### src/rtl/ssg_pkg.sv
`timescale 1ns / 1ps
// ----------------------------------------------------------------------------
// ssg_pkg
// Types and constants shared by the stroke stamp generator.
// ----------------------------------------------------------------------------
package ssg_pkg;
    localparam logic [2:0] MODE_PENCIL  = 3'd0;
    localparam logic [2:0] MODE_BRUSH   = 3'd1;
    localparam logic [2:0] MODE_FILL    = 3'd2;
    localparam logic [2:0] MODE_RAINBOW = 3'd3;
    localparam logic [2:0] MODE_DITHER  = 3'd4;
    localparam logic [2:0] MODE_STICKER = 3'd5;
    localparam logic [2:0] MODE_SPARE6  = 3'd6;
    localparam logic [2:0] MODE_SPARE7  = 3'd7;

    localparam logic [2:0] KIND_CIRCLE  = 3'd0;
    localparam logic [2:0] KIND_SQUARE  = 3'd1;
    localparam logic [2:0] KIND_DITHER  = 3'd2;
    localparam logic [2:0] KIND_CLEAR   = 3'd3;
    localparam logic [2:0] KIND_TEST    = 3'd4;

    localparam logic [1:0] REG_TOOL   = 2'd0;
    localparam logic [1:0] REG_RADIUS = 2'd1;
    localparam logic [1:0] REG_COLOR  = 2'd2;

    typedef enum logic [3:0] {
        ST_IDLE, ST_LOAD, ST_SQRT, ST_NGO, ST_DIV,
        ST_XGO, ST_OFFX, ST_YGO, ST_OFFY, ST_EMIT
    } state_t;

    function automatic logic [3:0] rainbow_color(input logic [2:0] p);
        case (p)
            3'd0: rainbow_color = 4'd3;
            3'd1: rainbow_color = 4'd7;
            3'd2: rainbow_color = 4'd8;
            3'd3: rainbow_color = 4'd10;
            3'd4: rainbow_color = 4'd14;
            3'd5: rainbow_color = 4'd13;
            3'd6: rainbow_color = 4'd4;
            default: rainbow_color = 4'd3;
        endcase
    endfunction
endpackage

### src/rtl/stroke_stamp_generator_top.sv
`timescale 1ns / 1ps
// ----------------------------------------------------------------------------
// stroke_stamp_generator_top
// Turns a touch tick into a run of brush stamps along the stroke.
// ----------------------------------------------------------------------------
// One tick is taken at a time; s_tready is low while a tick is worked on and
// while a result beat waits. A line tick is accepted, its squared length is
// formed, its bit-pair square root is taken, and the root is divided by the
// step, where the shared divider width is DW = COORD_WIDTH+log2(MAX_STAMPS)+1
// (17 by default). Each of its n+1 stamps then takes two divisions and one
// output step, which waits while a result beat is held. Fill and sticker give
// their beat in the cycle after the accept; gated and undefined-tool ticks are
// ready again on the next cycle.
module stroke_stamp_generator_top import ssg_pkg::*; #(
    parameter int MAX_STAMPS  = 64,
    parameter int COORD_WIDTH = 10
) (
    input  logic aclk,
    input  logic aresetn,
    input  logic cfg_we,
    input  logic [1:0] cfg_index,
    input  logic [6:0] cfg_data,
    input  logic s_tvalid,
    output logic s_tready,
    // canvas_shown, touch_pressed, touch_x, touch_y, prev_x, prev_y; zero pad
    input  logic [((4*COORD_WIDTH+2+7)/8)*8-1:0] s_tdata,
    output logic m_tvalid,
    input  logic m_tready,
    // stamp_x, stamp_y, stamp_kind, color_index, steps_capped; zero pad
    output logic [((2*COORD_WIDTH+8+7)/8)*8-1:0] m_tdata,
    output logic m_tlast
);
    localparam int CW = COORD_WIDTH;
    localparam int NW = $clog2(MAX_STAMPS);
    localparam int DW = CW + NW + 1;
    localparam int VW = 2 * CW + 2;
    localparam int OW = ((2*CW+8+7)/8)*8;

    state_t state_reg, state_next;
    logic [2:0] tool_reg;
    logic [6:0] rad_reg;
    logic [3:0] dcol_reg;
    logic pb_reg;
    logic [2:0] rb_reg, rb_next;
    logic [CW-1:0] x0_reg, x0_next, y0_reg, y0_next;
    logic [CW-1:0] adx_reg, adx_next, ady_reg, ady_next;
    logic xneg_reg, xneg_next, yneg_reg, yneg_next;
    logic [2:0] kind_reg, kind_next;
    logic [VW-1:0] v_reg, v_next, root_reg, root_next, bit_reg, bit_next;
    logic [NW-1:0] n_reg, n_next, i_reg, i_next;
    logic cap_reg, cap_next;
    logic [DW-1:0] accx_reg, accx_next, accy_reg, accy_next;
    logic [CW-1:0] ox_reg, ox_next, oy_reg, oy_next;
    logic [CW-1:0] sx_reg, sx_next, sy_reg, sy_next;
    logic [2:0] okind_reg, okind_next;
    logic [3:0] ocol_reg, ocol_next;
    logic olast_reg, olast_next, ocap_reg, ocap_next;
    logic ov_reg, ov_next;
    logic dstart, ddone;
    logic [DW-1:0] dvd, dvs, dq;
    logic shown, pressed;
    logic [CW-1:0] tx, ty, px, py, sel_x, sel_y;
    logic [CW:0] diff_x, diff_y, neg_x, neg_y;
    logic [2*CW-1:0] sqx, sqy;
    logic [VW:0] trial;
    logic [DW-1:0] step, den, num_x, num_y;
    logic [2:0] rb_pos;

    assign shown   = s_tdata[0];
    assign pressed = s_tdata[1];
    assign tx = s_tdata[2+:CW];
    assign ty = s_tdata[2+CW+:CW];
    assign px = s_tdata[2+2*CW+:CW];
    assign py = s_tdata[2+3*CW+:CW];

    assign sel_x  = pb_reg ? px : tx;
    assign sel_y  = pb_reg ? py : ty;
    assign diff_x = {1'b0, tx} - {1'b0, sel_x};
    assign diff_y = {1'b0, ty} - {1'b0, sel_y};
    assign neg_x  = '0 - diff_x;
    assign neg_y  = '0 - diff_y;

    assign sqx   = adx_reg * adx_reg;
    assign sqy   = ady_reg * ady_reg;
    assign trial = {1'b0, root_reg} + {1'b0, bit_reg};
    assign step  = (rad_reg[6:1] == 6'd0) ? DW'(1) : DW'(rad_reg[6:1]);
    assign den   = (n_reg == '0) ? DW'(1) : DW'({n_reg, 1'b0});
    assign num_x = xneg_reg ? ((accx_reg >= DW'(n_reg)) ? accx_reg - DW'(n_reg) : '0)
                            : accx_reg + DW'(n_reg);
    assign num_y = yneg_reg ? ((accy_reg >= DW'(n_reg)) ? accy_reg - DW'(n_reg) : '0)
                            : accy_reg + DW'(n_reg);
    assign rb_pos = (rb_reg == 3'd7) ? 3'd0 : rb_reg;

    ssg_divider #(.W(DW)) u_div (
        .aclk, .aresetn, .start(dstart), .dividend(dvd), .divisor(dvs),
        .done(ddone), .quotient(dq)
    );

    always_ff @(posedge aclk) begin
        if (!aresetn) begin
            state_reg <= ST_IDLE;
            tool_reg <= MODE_BRUSH; rad_reg <= 7'd5; dcol_reg <= 4'd3;
            pb_reg <= 1'b0; rb_reg <= '0; ov_reg <= 1'b0;
        end else begin
            state_reg <= state_next;
            rb_reg <= rb_next;
            ov_reg <= ov_next;
            if (s_tvalid && s_tready) begin
                pb_reg <= pressed;
            end
            if (cfg_we) begin
                case (cfg_index)
                    REG_TOOL:   tool_reg <= cfg_data[2:0];
                    REG_RADIUS: rad_reg  <= cfg_data;
                    REG_COLOR:  dcol_reg <= cfg_data[3:0];
                    default: ;
                endcase
            end
        end
        x0_reg <= x0_next; y0_reg <= y0_next;
        adx_reg <= adx_next; ady_reg <= ady_next;
        xneg_reg <= xneg_next; yneg_reg <= yneg_next; kind_reg <= kind_next;
        v_reg <= v_next; root_reg <= root_next; bit_reg <= bit_next;
        n_reg <= n_next; i_reg <= i_next; cap_reg <= cap_next;
        accx_reg <= accx_next; accy_reg <= accy_next;
        ox_reg <= ox_next; oy_reg <= oy_next;
        sx_reg <= sx_next; sy_reg <= sy_next; okind_reg <= okind_next;
        ocol_reg <= ocol_next; olast_reg <= olast_next; ocap_reg <= ocap_next;
    end

    always_comb begin
        state_next = state_reg;
        x0_next = x0_reg; y0_next = y0_reg;
        adx_next = adx_reg; ady_next = ady_reg;
        xneg_next = xneg_reg; yneg_next = yneg_reg; kind_next = kind_reg;
        v_next = v_reg; root_next = root_reg; bit_next = bit_reg;
        n_next = n_reg; i_next = i_reg; cap_next = cap_reg;
        accx_next = accx_reg; accy_next = accy_reg;
        ox_next = ox_reg; oy_next = oy_reg;
        sx_next = sx_reg; sy_next = sy_reg; okind_next = okind_reg;
        ocol_next = ocol_reg; olast_next = olast_reg; ocap_next = ocap_reg;
        ov_next = ov_reg; rb_next = rb_reg;
        dstart = 1'b0; dvd = '0; dvs = DW'(1);
        s_tready = (state_reg == ST_IDLE) && !ov_reg;
        if (ov_reg && m_tready) ov_next = 1'b0;
        case (state_reg)
            ST_IDLE: if (s_tvalid && s_tready) begin
                x0_next = sel_x; y0_next = sel_y;
                xneg_next = diff_x[CW]; yneg_next = diff_y[CW];
                adx_next = diff_x[CW] ? neg_x[CW-1:0] : diff_x[CW-1:0];
                ady_next = diff_y[CW] ? neg_y[CW-1:0] : diff_y[CW-1:0];
                kind_next = (tool_reg == MODE_PENCIL) ? KIND_SQUARE :
                            (tool_reg == MODE_DITHER) ? KIND_DITHER : KIND_CIRCLE;
                if (shown && pressed) begin
                    if (tool_reg == MODE_FILL || tool_reg == MODE_STICKER) begin
                        ov_next = 1'b1; sx_next = '0; sy_next = '0;
                        okind_next = (tool_reg == MODE_FILL) ? KIND_CLEAR : KIND_TEST;
                        ocol_next = (tool_reg == MODE_FILL) ? dcol_reg : 4'd0;
                        olast_next = 1'b1; ocap_next = 1'b0;
                    end else if (tool_reg <= MODE_DITHER) begin
                        state_next = ST_LOAD;
                    end
                end
            end
            ST_LOAD: begin
                v_next = VW'(sqx) + VW'(sqy);
                root_next = '0;
                bit_next = VW'(1) << (2*CW);
                state_next = ST_SQRT;
            end
            ST_SQRT: begin
                if ({1'b0, v_reg} >= trial) begin
                    v_next = v_reg - trial[VW-1:0];
                    root_next = (root_reg >> 1) + bit_reg;
                end else begin
                    root_next = root_reg >> 1;
                end
                bit_next = bit_reg >> 2;
                if (bit_reg == VW'(1)) state_next = ST_NGO;
            end
            ST_NGO: begin
                dstart = 1'b1;
                dvd = DW'(root_reg);
                dvs = step;
                state_next = ST_DIV;
            end
            ST_DIV: if (ddone) begin
                if (dq > DW'(MAX_STAMPS - 1)) begin
                    n_next = NW'(MAX_STAMPS - 1); cap_next = 1'b1;
                end else begin
                    n_next = dq[NW-1:0]; cap_next = 1'b0;
                end
                i_next = '0; accx_next = '0; accy_next = '0;
                state_next = ST_XGO;
            end
            ST_XGO: begin
                dstart = 1'b1; dvd = num_x; dvs = den;
                state_next = ST_OFFX;
            end
            ST_OFFX: if (ddone) begin
                ox_next = xneg_reg ? x0_reg - dq[CW-1:0] : x0_reg + dq[CW-1:0];
                state_next = ST_YGO;
            end
            ST_YGO: begin
                dstart = 1'b1; dvd = num_y; dvs = den;
                state_next = ST_OFFY;
            end
            ST_OFFY: if (ddone) begin
                oy_next = yneg_reg ? y0_reg - dq[CW-1:0] : y0_reg + dq[CW-1:0];
                state_next = ST_EMIT;
            end
            ST_EMIT: if (!ov_reg || m_tready) begin
                ov_next = 1'b1;
                sx_next = ox_reg; sy_next = oy_reg; okind_next = kind_reg;
                ocol_next = (tool_reg == MODE_RAINBOW) ? rainbow_color(rb_pos) : dcol_reg;
                if (tool_reg == MODE_RAINBOW)
                    rb_next = (rb_pos == 3'd6) ? 3'd0 : rb_pos + 3'd1;
                olast_next = (i_reg == n_reg); ocap_next = cap_reg;
                if (i_reg == n_reg) begin
                    state_next = ST_IDLE;
                end else begin
                    i_next = i_reg + 1'b1;
                    accx_next = accx_reg + DW'({adx_reg, 1'b0});
                    accy_next = accy_reg + DW'({ady_reg, 1'b0});
                    state_next = ST_XGO;
                end
            end
            default: state_next = ST_IDLE;
        endcase
    end

    assign m_tvalid = ov_reg;
    assign m_tlast  = olast_reg;
    assign m_tdata  = OW'({ocap_reg, ocol_reg, okind_reg, sy_reg, sx_reg});
endmodule

### src/rtl/ssg_divider.sv
`timescale 1ns / 1ps
// ----------------------------------------------------------------------------
// ssg_divider
// Shared restoring divider, one quotient bit per cycle.
// ----------------------------------------------------------------------------
module ssg_divider import ssg_pkg::*; #(
    parameter int W = 32
) (
    input  logic         aclk,
    input  logic         aresetn,
    input  logic         start,
    input  logic [W-1:0] dividend,
    input  logic [W-1:0] divisor,
    output logic         done,
    output logic [W-1:0] quotient
);
    localparam int CW = $clog2(W + 1);
    logic [W-1:0]  rem_reg, rem_next, quo_reg, quo_next, dsr_reg, dsr_next;
    logic [CW-1:0] cnt_reg, cnt_next;
    logic          busy_reg, busy_next;
    logic [W:0]    trial;

    always_ff @(posedge aclk) begin
        if (!aresetn) begin
            busy_reg <= 1'b0;
            cnt_reg  <= '0;
        end else begin
            busy_reg <= busy_next;
            cnt_reg  <= cnt_next;
        end
        rem_reg <= rem_next;
        quo_reg <= quo_next;
        dsr_reg <= dsr_next;
    end

    always_comb begin
        rem_next  = rem_reg;
        quo_next  = quo_reg;
        dsr_next  = dsr_reg;
        cnt_next  = cnt_reg;
        busy_next = busy_reg;
        done      = 1'b0;
        trial     = {rem_reg, quo_reg[W-1]} - {1'b0, dsr_reg};
        if (start) begin
            rem_next  = '0;
            quo_next  = dividend;
            dsr_next  = divisor;
            cnt_next  = CW'(W);
            busy_next = 1'b1;
        end else if (busy_reg) begin
            if (!trial[W]) begin
                rem_next = trial[W-1:0];
                quo_next = {quo_reg[W-2:0], 1'b1};
            end else begin
                rem_next = {rem_reg[W-2:0], quo_reg[W-1]};
                quo_next = {quo_reg[W-2:0], 1'b0};
            end
            cnt_next = cnt_reg - 1'b1;
            if (cnt_reg == CW'(1)) begin
                busy_next = 1'b0;
            end
        end else begin
            done = 1'b0;
        end
        if (busy_reg && cnt_reg == CW'(1)) begin
            done = 1'b1;
        end
    end

    assign quotient = quo_next;
endmodule

### config.mk
export PLATFORM = sky130hd
export DESIGN_NAME = stroke_stamp_generator_top
export DESIGN_NICKNAME = d
export VERILOG_FILES = /design/src/rtl/ssg_pkg.sv /design/src/rtl/stroke_stamp_generator_top.sv /design/src/rtl/ssg_divider.sv
export SDC_FILE = /design/constraint.sdc
export NUM_CORES = 1
export LEC_CHECK = 0
export BUFFER_PORTS_ARGS = -buffer_cell sky130_fd_sc_hd__buf_2
export CAP_MARGIN = 20
export CORE_MARGIN = 2
export CORE_UTILIZATION = 58
export DETAILED_ROUTE_END_ITERATION = 8
export PLACE_DENSITY = 0.8
export SLEW_MARGIN = 10
export SYNTH_ARGS = -nofsm -noshare
export SYNTH_HDL_FRONTEND = slang
export SYNTH_SLANG_ARGS = --single-unit
### constraint.sdc
create_clock -name aclk -period 6.3 [get_ports aclk]
set_input_delay 1.26 -clock aclk [delete_from_list [all_inputs] [get_ports aclk]]
set_output_delay 1.26 -clock aclk [all_outputs]
set_load 0.01 [all_outputs]
==> impl_metrics.env <==
export IMPL_netlist_cell_type_count=90
export IMPL_grt_overflow=0
export IMPL_worstPathCellList="and2_4 -> fa_1 -> fa_1 -> inv_2 -> fa_1 -> inv_2 -> fa_1 -> fa_1 -> fa_1 -> inv_1 -> fa_1 -> inv_1 -> ha_2 -> or2_4 -> a2111o_1 -> nor3b_4 -> o41ai_4 -> nand2b_1 -> a21oi_2 -> xor2_1 -> mux2i_1"
export IMPL_dp_hpwl_um=47500
export IMPL_fin_nets=3144
export IMPL_die_area_um2=43100
export IMPL_timing_rr_start="adx_reg[6]"
export IMPL_cts_tree="yes"
export IMPL_period_minus_slack_ps=6430
export IMPL_rsz0062_at_grt="true"
export IMPL_grt_met2_usage_pct=48.0
export IMPL_numCtsBuffers=30
export IMPL_cp_start_kind="register"
export IMPL_drtIter0Drc=1563
export IMPL_drcViolationCount=0
export IMPL_yosysTopAreaCell="edfxtp_1"
export IMPL_io_pins=97
export IMPL_outcome="complete, but fails checks"
export IMPL_grt_pass1_vias=19600
export IMPL_mostFrequentLayoutCells="inv_1 (295), ha_1 (218), edfxtp_1 (200)"
export IMPL_cp_max_fo=3
export IMPL_synth_seq_cells=262
export IMPL_cp_required_ps=6610
export IMPL_setup_violations=4
export IMPL_crit_buf_inv=4
export IMPL_netlist_area_leader_share_pct=25.0
export IMPL_synth_cells=2566
export IMPL_die_h_um=208
export IMPL_layout_commonest_cell="inv_1"
export IMPL_core_area_um2=40800
export IMPL_ys_async_sr_fraction_pct=0
export IMPL_clockBufferDepth=3
export IMPL_routed_wl_um=61700
export IMPL_cp_top_family="adder cells"
export IMPL_critical_path_most_common_cell="fa_1"
export IMPL_synth_main_ff_cell="edfxtp_1"
export IMPL_cts_root_buffer="clkbuf_16"
export IMPL_worst_slew_pin_slew_ps=850
export IMPL_synth_edff_count=200
export IMPL_cp_slowest_stage_delay_ps=530
export IMPL_violations="setup timing"
export IMPL_maxCapViolCount=0
export IMPL_syn2layout_area_growth_pct=12.6
export IMPL_ys_top_cells_by_area="edfxtp_1 (25%), fa_1 (12%), ha_1 (12%)"
export IMPL_drtPass1Iterations=6
export IMPL_htreeDepth=1
export IMPL_slowest_stage="fa_1"
export IMPL_path_clk_slew_ps=60
export IMPL_hp_start="dcol_reg[0]"
export IMPL_clock_sinks=262
export IMPL_place_worst_setup_slack_ps=-266
export IMPL_worstSetupPathType="reg -> reg"
export IMPL_final_antenna_net_count=0
export IMPL_drive_gt1_share_pct=13.5
export IMPL_synth_area_um2=24000
export IMPL_tns_ps=-226
export IMPL_vias_per_cell=5.93
export IMPL_ys_seq_area_share_pct=30.1
export IMPL_finalCritPeriodShare_pct=102
export IMPL_avgSynthCellArea_um2=9.37
export IMPL_timing_fmax_mhz=156
export IMPL_hold_viol=0
export IMPL_place_gp_congestion=0.938
export IMPL_hp_class="reg -> reg"
export IMPL_met1_usage_pct=37.0
export IMPL_grt_pass1_wl_um=99100
export IMPL_slew_violations=0
export IMPL_globalRoute_busiestLayer="met2"
export IMPL_yosys_warnings=0
export IMPL_portBuffers=86
export IMPL_relSlewSlack_pct=43.1
export IMPL_vias=19400
export IMPL_holdBufCountCts=0
export IMPL_layout_setup_ws_ps=-128
export IMPL_skew_ps=17.8
export IMPL_num_rows=74
export IMPL_end_kind="register"
export IMPL_fin_util_pct=66.3
export IMPL_arrival_ps=6740
export IMPL_crit_path_start="adx_reg[6]"
export IMPL_grtUsageTotal_pct=28.2
export IMPL_diodes=0
export IMPL_antenna_found_initial=0
export IMPL_grt_met3_usage_pct=3.07
export IMPL_grt_max_degree=46
export IMPL_wire_per_inst_um=18.9
export IMPL_clk_latency_ps=580
export IMPL_die_w_um=208
export IMPL_initial_core_util_pct=58.9
repair_timing:
item	4_1_cts	5_1_grt
buffers inserted	11	10
pin swaps	28	61
setup endpoints to repair	5	8
resized for setup	12	59
kinds of logic (layout without fill, tap and decap cells):
group / count (synthesis) / count (layout) / share of synthesized area (%)
other cells: 1 / 4 / 0.0156
buf+inv: 400 / 568 / 6.48
mux: 62 / 62 / 2.59
xor+xnor: 198 / 198 / 7.21
compound gates: 530 / 530 / 14.4
fa+ha+maj: 369 / 369 / 23.6
flops: 262 / 262 / 30.1
simple gates: 744 / 744 / 15.5
area by class of cell:
class / count / area (um2)
fill: 3124 / 13800
clock inverter: 18 / 280
multi-input combinational: 1907 / 15600
tap: 532 / 666
sequential: 262 / 7250
clock buffer: 38 / 821
timing repair buffer: 200 / 1340
inverter: 312 / 1170
final timing paths:
| check | to | slack, ps | cells after the start |
|---|---|---|---|
| setup / recovery | v_reg[17] | -130 | 21 |
| hold / removal | dcol_reg[0] | 480 | 2 |
| setup reg to reg | v_reg[17] | -130 | 21 |
| hold reg to reg | dcol_reg[0] | 480 | 2 |
worst reg2reg max path, stage by stage (launching register included):
cell and delay, ps:
edfxtp_1 430, and2_4 170, fa_1 530, fa_1 530, inv_2 50, fa_1 520
inv_2 50, fa_1 490, fa_1 510, fa_1 500, inv_1 50, fa_1 490
inv_1 50, ha_2 170, or2_4 230, a2111o_1 400, nor3b_4 170, o41ai_4 290
nand2b_1 140, a21oi_2 160, xor2_1 150, mux2i_1 80
cell usage after synthesis (9+ instances only):
cell type  count
a31oi_1       33
nand3b_1      13
nand3_1       44
o21bai_1      21
or2_2          9
xor2_1        68
fa_1         142
nor2_1       186
a211oi_1      32
and3_1        26
clkbuf_1      61
xnor2_1      130
nor3b_1       10
a21oi_1      158
a21boi_0      11
inv_1        308
and2_1        73
edfxtp_1     200
o31ai_1       18
nand2b_1      22
o21a_1        13
a31o_2        10
a21o_1        31
nor4_1        13
nand4_1       11
o211ai_1      10
nor3_1        47
mux2i_1       60
or3_1         21
o21ai_0      120
ha_1         227
buf_2         12
dfxtp_1       62
nor2b_1       45
nand2_1      195
routing by layer:
| metal | vias up | wire length [um] | share of wire [%] |
|---|---|---|---|
| met1 | 9382 | 25800 | 42 |
| met5 | - | 0 | 0 |
| met4 | 0 | 2590 | 4.2 |
| met3 | 139 | 3590 | 5.8 |
| met2 | 707 | 29700 | 48 |
| li1 | 9171 | - | - |
through the flow:
stage                     hold WS [ps]  area, um2  std cells
after global placement             464      25600       3193
final                              479      27100       3269
after floorplan                    444      24100       2569
after CTS                          480      26800       3260
after detailed placement           465      25600       3193
after global routing               500      27100       3269
Power is not shown: default switching activity piles up to over one toggle a cycle in this logic, so the estimate is an artifact.
